===== config.mk =====
export PLATFORM = sky130hd
export DESIGN_NAME = tape_follow_steering_pid
export DESIGN_NICKNAME = d
export VERILOG_FILES = /design/src/rtl/core/tfsp_pkg.sv /design/src/rtl/core/tfsp_datapath.sv /design/src/rtl/core/tape_follow_steering_pid.sv
export SDC_FILE = /design/constraint.sdc
export NUM_CORES = 1
export LEC_CHECK = 0
export ABC_AREA = 0
export BUFFER_PORTS_ARGS = -buffer_cell sky130_fd_sc_hd__buf_2
export CORE_ASPECT_RATIO = 1.25
export CORE_MARGIN = 2
export CORE_UTILIZATION = 25
export DETAILED_ROUTE_END_ITERATION = 8
export SYNTH_ARGS = -nofsm -noshare
export SYNTH_HDL_FRONTEND = slang
export SYNTH_SLANG_ARGS = --single-unit

===== constraint.sdc =====
create_clock -name clock -period 18.58 [get_ports clock]
set_input_delay 3.716 -clock clock [delete_from_list [all_inputs] [get_ports clock]]
set_output_delay 3.716 -clock clock [all_outputs]
set_load 0.005 [all_outputs]

===== src/rtl/core/tfsp_pkg.sv =====
// tfsp_pkg: shared types, constants and steering helpers for the tape follow steering pid
// no dependencies; used by tfsp_datapath and tape_follow_steering_pid
package tfsp_pkg;

   // steering state, ordered from far negative to far positive
   typedef enum logic [2:0] {
      STEER_FAR_NEG = 3'd0,
      STEER_NEG     = 3'd1,
      STEER_CENTER  = 3'd2,
      STEER_POS     = 3'd3,
      STEER_FAR_POS = 3'd4
   } steer_type;

   // magnitude of the far steering value
   localparam int FAR_MAG = 5;

   // csr register indexes
   localparam int CSR_ADDR_W = 3;
   localparam int CSR_DATA_W = 12;
   localparam logic [CSR_ADDR_W-1:0] CSR_PROP_GAIN    = 3'd0;
   localparam logic [CSR_ADDR_W-1:0] CSR_DERIV_GAIN   = 3'd1;
   localparam logic [CSR_ADDR_W-1:0] CSR_INTEG_GAIN   = 3'd2;
   localparam logic [CSR_ADDR_W-1:0] CSR_INTEG_LIMIT  = 3'd3;
   localparam logic [CSR_ADDR_W-1:0] CSR_SERVO_LOW    = 3'd4;
   localparam logic [CSR_ADDR_W-1:0] CSR_SERVO_HIGH   = 3'd5;
   localparam logic [CSR_ADDR_W-1:0] CSR_SERVO_CENTER = 3'd6;

   // field widths
   localparam int GAIN_W   = 8;
   localparam int SERVO_W  = 12;
   localparam int INTEG_W  = 13;
   localparam int TERM_W   = 15;
   localparam int OVER_W   = 25;
   localparam int STEER_W  = 3;
   localparam int RSP_W    = 40;

   // reset values
   localparam logic [GAIN_W-1:0]  PROP_GAIN_RST    = 8'd50;
   localparam logic [GAIN_W-1:0]  DERIV_GAIN_RST   = 8'd50;
   localparam logic [GAIN_W-1:0]  INTEG_GAIN_RST   = 8'd10;
   localparam logic [SERVO_W-1:0] INTEG_LIMIT_RST  = 12'd200;
   localparam logic [SERVO_W-1:0] SERVO_LOW_RST    = 12'd1700;
   localparam logic [SERVO_W-1:0] SERVO_HIGH_RST   = 12'd2600;
   localparam logic [SERVO_W-1:0] SERVO_CENTER_RST = 12'd2000;

   // live configuration seen by the datapath
   typedef struct packed {
      logic [GAIN_W-1:0]  prop_gain;
      logic [GAIN_W-1:0]  deriv_gain;
      logic [GAIN_W-1:0]  integ_gain;
      logic [SERVO_W-1:0] integ_limit;
      logic [SERVO_W-1:0] servo_low;
      logic [SERVO_W-1:0] servo_high;
   } cfg_type;

   // signed steering value of a state
   function automatic logic signed [3:0] steer_value(input steer_type s);
      logic signed [3:0] far_val;
      far_val = 4'(FAR_MAG);
      case (s)
         STEER_FAR_NEG: steer_value = -far_val;
         STEER_NEG:     steer_value = -4'sd1;
         STEER_POS:     steer_value = 4'sd1;
         STEER_FAR_POS: steer_value = far_val;
         default:       steer_value = 4'sd0;
      endcase
   endfunction

   // steering transition on the eye pattern (r: right on, l: left on)
   function automatic steer_type next_steer(input steer_type s, input logic r, input logic l);
      next_steer = s;
      case (s)
         STEER_CENTER: begin
            if (r && !l) next_steer = STEER_NEG;
            else if (!r && l) next_steer = STEER_POS;
         end
         STEER_NEG: begin
            if (r && l) next_steer = STEER_CENTER;
            else if (!r && !l) next_steer = STEER_FAR_NEG;
         end
         STEER_POS: begin
            if (r && l) next_steer = STEER_CENTER;
            else if (!r && !l) next_steer = STEER_FAR_POS;
         end
         STEER_FAR_NEG: begin
            if (r && !l) next_steer = STEER_NEG;
         end
         STEER_FAR_POS: begin
            if (!r && l) next_steer = STEER_POS;
         end
         default: next_steer = STEER_CENTER;
      endcase
   endfunction

endpackage


===== src/rtl/core/tfsp_datapath.sv =====
// tfsp_datapath: one-tick steering step, pid term, command saturation and servo clamp
// depends on tfsp_pkg
module tfsp_datapath #(
   parameter int SAMPLE_BITS = 12,
   parameter int ACC_BITS    = 24
) (
   input  logic [SAMPLE_BITS-1:0]           level_sample,
   input  logic [SAMPLE_BITS-1:0]           right_sample,
   input  logic [SAMPLE_BITS-1:0]           left_sample,
   input  tfsp_pkg::steer_type              steer_cur,
   input  logic signed [tfsp_pkg::INTEG_W-1:0] integ_cur,
   input  logic signed [ACC_BITS-1:0]       cmd_cur,
   input  tfsp_pkg::cfg_type                cfg,
   output tfsp_pkg::steer_type              steer_nxt,
   output logic signed [tfsp_pkg::INTEG_W-1:0] integ_nxt,
   output logic signed [ACC_BITS-1:0]       cmd_nxt,
   output logic [tfsp_pkg::SERVO_W-1:0]     servo_pulse,
   output logic signed [tfsp_pkg::OVER_W-1:0] overshoot
);

   localparam int IW  = tfsp_pkg::INTEG_W;
   localparam int TW  = tfsp_pkg::TERM_W;
   localparam int SW  = tfsp_pkg::SERVO_W;
   localparam int OW  = tfsp_pkg::OVER_W;
   localparam int CW  = ACC_BITS + 1;
   localparam int DW  = (CW > OW) ? CW : OW;

   logic                 eye_r, eye_l;
   logic signed [3:0]    sv, lv;
   logic signed [4:0]    dv;
   logic signed [IW-1:0] p_term, d_term, i_step;
   logic signed [IW:0]   acc_sum, lim_pos, lim_neg;
   logic signed [TW-1:0] term;
   logic signed [CW-1:0] cmd_sum;
   logic signed [DW-1:0] cmd_ext, hi_ext, lo_ext, over_full;

   always_comb begin
      eye_r = right_sample > level_sample;
      eye_l = left_sample > level_sample;
      steer_nxt = tfsp_pkg::next_steer(steer_cur, eye_r, eye_l);
      sv = tfsp_pkg::steer_value(steer_nxt);
      lv = tfsp_pkg::steer_value(steer_cur);
      dv = {sv[3], sv} - {lv[3], lv};

      // small gain products
      p_term = IW'($signed({1'b0, cfg.prop_gain})) * IW'(sv);
      d_term = IW'($signed({1'b0, cfg.deriv_gain})) * IW'(dv);
      i_step = IW'($signed({1'b0, cfg.integ_gain})) * IW'(sv);

      // held integral with symmetric clamp
      acc_sum = {integ_cur[IW-1], integ_cur} + {i_step[IW-1], i_step};
      lim_pos = $signed({2'b00, cfg.integ_limit});
      lim_neg = -lim_pos;
      if (acc_sum > lim_pos)      integ_nxt = lim_pos[IW-1:0];
      else if (acc_sum < lim_neg) integ_nxt = lim_neg[IW-1:0];
      else                        integ_nxt = acc_sum[IW-1:0];

      term = TW'(p_term) + TW'(d_term) + TW'(integ_nxt);

      // running command, saturated on signed overflow
      cmd_sum = {cmd_cur[ACC_BITS-1], cmd_cur} + CW'(term);
      if (cmd_sum[CW-1] != cmd_sum[CW-2])
         cmd_nxt = cmd_sum[CW-1] ? {1'b1, {(ACC_BITS-1){1'b0}}} : {1'b0, {(ACC_BITS-1){1'b1}}};
      else
         cmd_nxt = cmd_sum[ACC_BITS-1:0];

      // servo clamp, upper limit tested first
      cmd_ext = DW'(cmd_nxt);
      hi_ext  = $signed({{(DW-SW){1'b0}}, cfg.servo_high});
      lo_ext  = $signed({{(DW-SW){1'b0}}, cfg.servo_low});
      if (cmd_ext > hi_ext) begin
         over_full   = cmd_ext - hi_ext;
         servo_pulse = cfg.servo_high;
      end else if (cmd_ext < lo_ext) begin
         over_full   = cmd_ext - lo_ext;
         servo_pulse = cfg.servo_low;
      end else begin
         over_full   = '0;
         servo_pulse = cmd_nxt[SW-1:0];
      end
      overshoot = over_full[OW-1:0];
   end

endmodule


===== src/rtl/core/tape_follow_steering_pid.sv =====
// tape_follow_steering_pid: top level, request/response stream wrapper and csr bank
// depends on tfsp_pkg and tfsp_datapath
//
// a request passes the input register and then the result register before its response
// throughput: 1 request per cycle while responses drain; the step sits between the two registers
// the response register parts the two sides, so a request is taken while a result waits
// reset: synchronous active-high; steering to center, integral to 0, command to 2000,
// all csr registers back to their defaults
module tape_follow_steering_pid #(
   parameter int SAMPLE_BITS = 12,
   parameter int ACC_BITS    = 24
) (
   input  logic clock,
   input  logic reset,

   // request stream
   input  logic                                  req_tvalid,
   output logic                                  req_tready,
   // fields from bit 0: level_sample, right_sample, left_sample, zero pad to bytes
   input  logic [((3*SAMPLE_BITS+7)/8)*8-1:0]   req_tdata,

   // response stream
   output logic                                  rsp_tvalid,
   input  logic                                  rsp_tready,
   // fields from bit 0: servo_pulse[11:0], overshoot[24:0], steer_code[2:0]
   output logic [tfsp_pkg::RSP_W-1:0]            rsp_tdata,

   // csr write port
   input  logic                                  csr_we,
   input  logic [tfsp_pkg::CSR_ADDR_W-1:0]       csr_addr,
   input  logic [tfsp_pkg::CSR_DATA_W-1:0]       csr_wdata
);

   localparam int REQ_FW = 3 * SAMPLE_BITS;
   localparam int IW     = tfsp_pkg::INTEG_W;

   // csr bank
   tfsp_pkg::cfg_type cfg_ff, cfg_in;

   // request stage
   logic              req_valid_ff, req_valid_in;
   logic [REQ_FW-1:0] req_data_ff, req_data_in;

   // loop state carried from tick to tick
   tfsp_pkg::steer_type         steer_ff, steer_in;
   logic signed [IW-1:0]        integ_ff, integ_in;
   logic signed [ACC_BITS-1:0]  cmd_ff, cmd_in;

   // response stage
   logic                        rsp_valid_ff, rsp_valid_in;
   logic [tfsp_pkg::RSP_W-1:0]  rsp_data_ff, rsp_data_in;

   // datapath results
   tfsp_pkg::steer_type              dp_steer;
   logic signed [IW-1:0]             dp_integ;
   logic signed [ACC_BITS-1:0]       dp_cmd;
   logic [tfsp_pkg::SERVO_W-1:0]     dp_servo;
   logic signed [tfsp_pkg::OVER_W-1:0] dp_over;

   logic advance;

   // request stage moves into the result register when that register is free or drains
   assign advance    = req_valid_ff && (!rsp_valid_ff || rsp_tready);
   assign req_tready = !req_valid_ff || advance;
   assign rsp_tvalid = rsp_valid_ff;
   assign rsp_tdata  = rsp_data_ff;

   tfsp_datapath #(
      .SAMPLE_BITS (SAMPLE_BITS),
      .ACC_BITS    (ACC_BITS)
   ) u_datapath (
      .level_sample (req_data_ff[SAMPLE_BITS-1:0]),
      .right_sample (req_data_ff[2*SAMPLE_BITS-1:SAMPLE_BITS]),
      .left_sample  (req_data_ff[3*SAMPLE_BITS-1:2*SAMPLE_BITS]),
      .steer_cur    (steer_ff),
      .integ_cur    (integ_ff),
      .cmd_cur      (cmd_ff),
      .cfg          (cfg_ff),
      .steer_nxt    (dp_steer),
      .integ_nxt    (dp_integ),
      .cmd_nxt      (dp_cmd),
      .servo_pulse  (dp_servo),
      .overshoot    (dp_over)
   );

   // csr writes; the center value only matters at reset, which always uses its fixed
   // default, so a write to it changes nothing
   always_comb begin
      cfg_in = cfg_ff;
      if (csr_we) begin
         case (csr_addr)
            tfsp_pkg::CSR_PROP_GAIN:   cfg_in.prop_gain   = csr_wdata[tfsp_pkg::GAIN_W-1:0];
            tfsp_pkg::CSR_DERIV_GAIN:  cfg_in.deriv_gain  = csr_wdata[tfsp_pkg::GAIN_W-1:0];
            tfsp_pkg::CSR_INTEG_GAIN:  cfg_in.integ_gain  = csr_wdata[tfsp_pkg::GAIN_W-1:0];
            tfsp_pkg::CSR_INTEG_LIMIT: cfg_in.integ_limit = csr_wdata;
            tfsp_pkg::CSR_SERVO_LOW:   cfg_in.servo_low   = csr_wdata;
            tfsp_pkg::CSR_SERVO_HIGH:  cfg_in.servo_high  = csr_wdata;
            tfsp_pkg::CSR_SERVO_CENTER: cfg_in = cfg_ff;
            default:                   cfg_in = cfg_ff;
         endcase
      end
   end

   // next values of the pipeline and loop state
   always_comb begin
      req_valid_in = req_valid_ff;
      req_data_in  = req_data_ff;
      steer_in     = steer_ff;
      integ_in     = integ_ff;
      cmd_in       = cmd_ff;
      rsp_valid_in = rsp_valid_ff;
      rsp_data_in  = rsp_data_ff;

      if (rsp_valid_ff && rsp_tready) rsp_valid_in = 1'b0;

      // a tick commits its state together with its result
      if (advance) begin
         steer_in     = dp_steer;
         integ_in     = dp_integ;
         cmd_in       = dp_cmd;
         rsp_valid_in = 1'b1;
         rsp_data_in  = {dp_steer, dp_over, dp_servo};
         req_valid_in = 1'b0;
      end

      if (req_tvalid && req_tready) begin
         req_valid_in = 1'b1;
         req_data_in  = req_tdata[REQ_FW-1:0];
      end
   end

   always_ff @(posedge clock) begin
      if (reset) begin
         cfg_ff.prop_gain   <= tfsp_pkg::PROP_GAIN_RST;
         cfg_ff.deriv_gain  <= tfsp_pkg::DERIV_GAIN_RST;
         cfg_ff.integ_gain  <= tfsp_pkg::INTEG_GAIN_RST;
         cfg_ff.integ_limit <= tfsp_pkg::INTEG_LIMIT_RST;
         cfg_ff.servo_low   <= tfsp_pkg::SERVO_LOW_RST;
         cfg_ff.servo_high  <= tfsp_pkg::SERVO_HIGH_RST;
         req_valid_ff       <= 1'b0;
         rsp_valid_ff       <= 1'b0;
         steer_ff           <= tfsp_pkg::STEER_CENTER;
         integ_ff           <= '0;
         cmd_ff             <= ACC_BITS'(tfsp_pkg::SERVO_CENTER_RST);
      end else begin
         cfg_ff       <= cfg_in;
         req_valid_ff <= req_valid_in;
         rsp_valid_ff <= rsp_valid_in;
         steer_ff     <= steer_in;
         integ_ff     <= integ_in;
         cmd_ff       <= cmd_in;
      end
   end

   // payload registers, no reset
   always_ff @(posedge clock) begin
      req_data_ff <= req_data_in;
      rsp_data_ff <= rsp_data_in;
   end

   // a held request means the result side is full and stalled
   a_stall_cause: assert property (@(posedge clock) disable iff (reset)
      (req_valid_ff && !req_tready) |-> (rsp_valid_ff && !rsp_tready))
      else $error("request stage stalled without a stalled response");

   // every committed tick shows up as a response
   a_commit_result: assert property (@(posedge clock) disable iff (reset)
      advance |=> rsp_valid_ff)
      else $error("committed tick produced no response");

   // far negative only ever leaves toward negative
   a_far_neg_exit: assert property (@(posedge clock) disable iff (reset)
      (advance && steer_ff == tfsp_pkg::STEER_FAR_NEG) |=>
      (steer_ff == tfsp_pkg::STEER_FAR_NEG || steer_ff == tfsp_pkg::STEER_NEG))
      else $error("illegal steering move out of far negative");

endmodule

==> results.toml <==
[sta]
setup_viol = 0
tns_ns = 0
hold_slack_ns = 0.4612
tightest_slew_ns = 1.076
hold_violations = 0
finalCriticalPeriod_ns = 17.45
max_freq_mhz = 57.32
slew_viol_final = 0
max_slew_margin_pct = 27.81
clock_skew_ns = 0.02366
grt_setup_unrepaired = "no"
final.period_utilization_pct = 93.90

[yosys]
netlist_instances = 1958
synth_edf_count = 76
avgSynthCellArea_um2 = 8.785
ys_types = 77
synthesis.area_mm2 = 0.01720
synth_warnings = 0
ys_ff_latch = 178
synth_nets = 2341
async_flop_share_pct = 0
ys.flop_type = "dfxtp_1"
seq_area_frac_synth_pct = 25.14

[drt]
vias = 13490
routedWlPerCell_um = 15.47
dr.pass1.iters = 4
avgViaCountPerCell = 4.610
drc = 0
postRouteAntennaNets = 0
drt-initial-drc-count = 703
routed_wl_um = 45270

[floorplan]
rows = 107
die_area_mm2 = 0.07093
start_util_pct = 25.24
dieHeight_um = 297.3
io_pins = 102
die_x_um = 238.6
coreArea_mm2 = 0.06814

[placement]
portBuffers = 97
dpl.cell_count = 2893
gp_congestion = 0.8504
placed_area_mm2 = 0.01875
dpl.hpwl_um = 35220

[clock_network]
clock_sinks = 178
cts-htree-levels = 4
clkTransAtPathRegs_ns = 0.08
clk_latency_ns = 0.50
hold_buffers = 0
cts_root_buffer = "clkbuf_16"
cts_buffers = 17
tritoncts = "done"
ctsLongestPathBuffers = 2

[worst_setup_path]
cp-start-kind = "flop"
cp_data_required_time_ns = 18.80
reg2regPathDepth = 63
crit_path_frequent_cell = "fa_1"
critical_path_class = "reg2reg"
crit_slowest_cell = "a21oi_1"
worstReg2RegEnd = "rsp_tdata[30]"
slowest_delay_ns = 0.61
worstSetupEndpointType = "flop"
critPathArrivalTime_ns = 17.67
critPathMaxFanout = 13
r2r_setup_slack_ns = 1.13
timing.rr.start = "req_data_ff[1]"

[layout]
final_layout_size_suffix_gt1_share_pct = 9.498
final_area_mm2 = 0.01937
area_growth_pct = 12.64
fin_nets = 2423
layoutNonFillerInstCount = 2926

[global_routing]
grt_max_degree = 76
globalRouteOverflowTotal = 0
grt_pass1_vias = 13420
grt_pass1_wl_um = 72930
grt_usage_pct = 13.20
antenna_found_initial = 2

[flow_run]
cap_violations = 0

[hold_path]
hold-path-endpoint = "cmd_ff[2]"
hp-class = "reg2reg"
hp-start = "cmd_ff[2]"
min_path_cells = 2

[run_status]
outcome = "complete, no violations"
-- through the flow --
| step | utilization (%) | setup WS, ns |
|---|---|---|
| 5_1_grt | 28.43 | 0.001718 |
| 3_5_place_dp | 27.52 | 0.8330 |
| 4_1_cts | 28.42 | 0.7757 |
| 3_3_place_gp | 27.52 | 0.9245 |
| 2_1_floorplan | - | 2.338 |
| 6_report | 28.43 | 1.133 |
-- routing by layer --
metal / up-vias / global-route usage, % / routed length (um)
li1: 6772 / - / -
met1: 6422 / 16.34 / 19810
met2: 223 / 21.95 / 22030
met3: 71 / 2.134 / 1462
met4: 2 / 6.905 / 1958
met5: - / 0 / 10
-- cells in the final DEF (no fill, tap or decap), types with 11 or more instances in the layout --
cell	count
buf_4	24
o21bai_1	14
nor2b_1	42
or2_2	12
nand3b_1	28
xor2_1	28
ha_1	209
a21oi_1	146
o211ai_1	14
nor2_1	114
a211oi_1	23
maj3_1	16
mux2i_1	32
dfxtp_1	102
and2_1	34
nand2b_1	22
inv_1	282
nand3_1	37
fa_1	114
nor3_1	26
and3_1	11
o21ai_0	63
edfxtp_1	76
xnor2_1	48
nand4_1	14
o21a_1	19
a21o_1	47
clkbuf_16	19
buf_2	96
nand2_1	218
-- worst max path at each step --
stage	startpoint	endpoint	depth (start not counted)	slack, ns
finish	req_data_ff[1]	rsp_tdata[30]	63	1.13
CTS	req_data_ff[1]	rsp_tdata[30]	62	0.78
global route	req_data_ff[1]	rsp_tdata[30]	64	0.002
global placement	req_data_ff[1]	rsp_tdata[30]	62	0.92
floorplan	req_data_ff[5]	rsp_tdata[28]	64	2.34
detailed placement	req_data_ff[1]	rsp_tdata[30]	62	0.83
-- logic make-up (layout without fill, tap and decap cells) --
| kind of cell | Yosys count | after routing | synth area share [%] |
|---|---|---|---|
| AND/OR/NAND/NOR | 589 | 589 | 16.70 |
| AO/OA/AOI/OAI | 400 | 400 | 15.23 |
| buffers and inverters | 343 | 438 | 7.725 |
| adder cells (fa/ha/maj) | 339 | 339 | 29.40 |
| flip-flops | 178 | 178 | 25.14 |
| XOR/XNOR | 76 | 76 | 3.870 |
| multiplexers | 33 | 33 | 1.928 |
| other | 0 | 1 | 0 |
-- flip-flops by register name (all words and copies together) (netlist names) --
register	cells
cmd_ff	24
steer_ff	3
cfg_ff	60
rsp_tvalid	1
integ_ff	13
req_data_ff	36
req_valid_ff	1
rsp_tdata	40
-- layout make-up --
type                       instances  area (um^2)
timing repair buffer             122        700.7
clock buffer                      20        479.2
clock inverter                    12        132.6
fill                            7171        48770
antenna                            1        2.502
multi-input combinational       1437        11580
sequential                       178         4324
inverter                         284         1067
tap                              872         1091
-- cells in the mapped netlist, types with 3 or more instances --
master	number	area, um^2
o31ai_1	3	22.52
nand3_1	37	185.2
or2_2	12	75.07
a21boi_0	3	22.52
fa_1	114	2282
ha_1	209	2615
xor2_1	28	245.2
mux2i_1	32	320.3
dfxtp_1	102	2042
nor4_1	6	37.54
o21a_1	19	142.6
a211oi_1	25	187.7
a31oi_1	9	56.30
o22ai_1	4	25.02
o21ai_1	4	20.02
nor3b_1	8	60.06
nor2b_1	42	262.8
nor2_1	114	427.9
a2111oi_4	3	82.58
o2bb2ai_1	7	61.31
maj3_1	16	160.2
buf_6	4	45.04
a211o_1	5	43.79
a21o_1	47	352.8
o21bai_1	14	105.1
clkbuf_1	43	161.4
or3_1	4	25.02
and2_1	34	212.7
nand2_1	218	818.3
nand3b_1	28	210.2
o21ai_0	64	320.3
o211ai_1	14	105.1
nor3_1	26	130.1
buf_1	3	11.26
and3_1	11	68.82
edfxtp_1	76	2282
a21oi_1	146	730.7
a311oi_1	3	26.28
xnor2_1	48	420.4
nand2b_1	22	137.6
buf_2	9	45.04
nand4_1	14	87.58
inv_1	283	1062
-- what timing repair did --
item / CTS / global route
endpoints found under the setup margin: 0 / 6
gates resized for setup: 0 / 3
setup buffers: 0 / 0
-- critical path: cells and delay by family (launching register included) --
| family | cells | cell delay, ns |
|---|---|---|
| compound gates | 27 | 7.69 |
| xor+xnor | 1 | 0.23 |
| fa+ha+maj | 12 | 5.62 |
| buf+inv | 9 | 0.73 |
| flops | 1 | 0.32 |
| mux | 2 | 0.52 |
| simple gates | 12 | 2.05 |
Power is not shown: default switching activity piles up to over one toggle a cycle in this logic, so the estimate is an artifact.
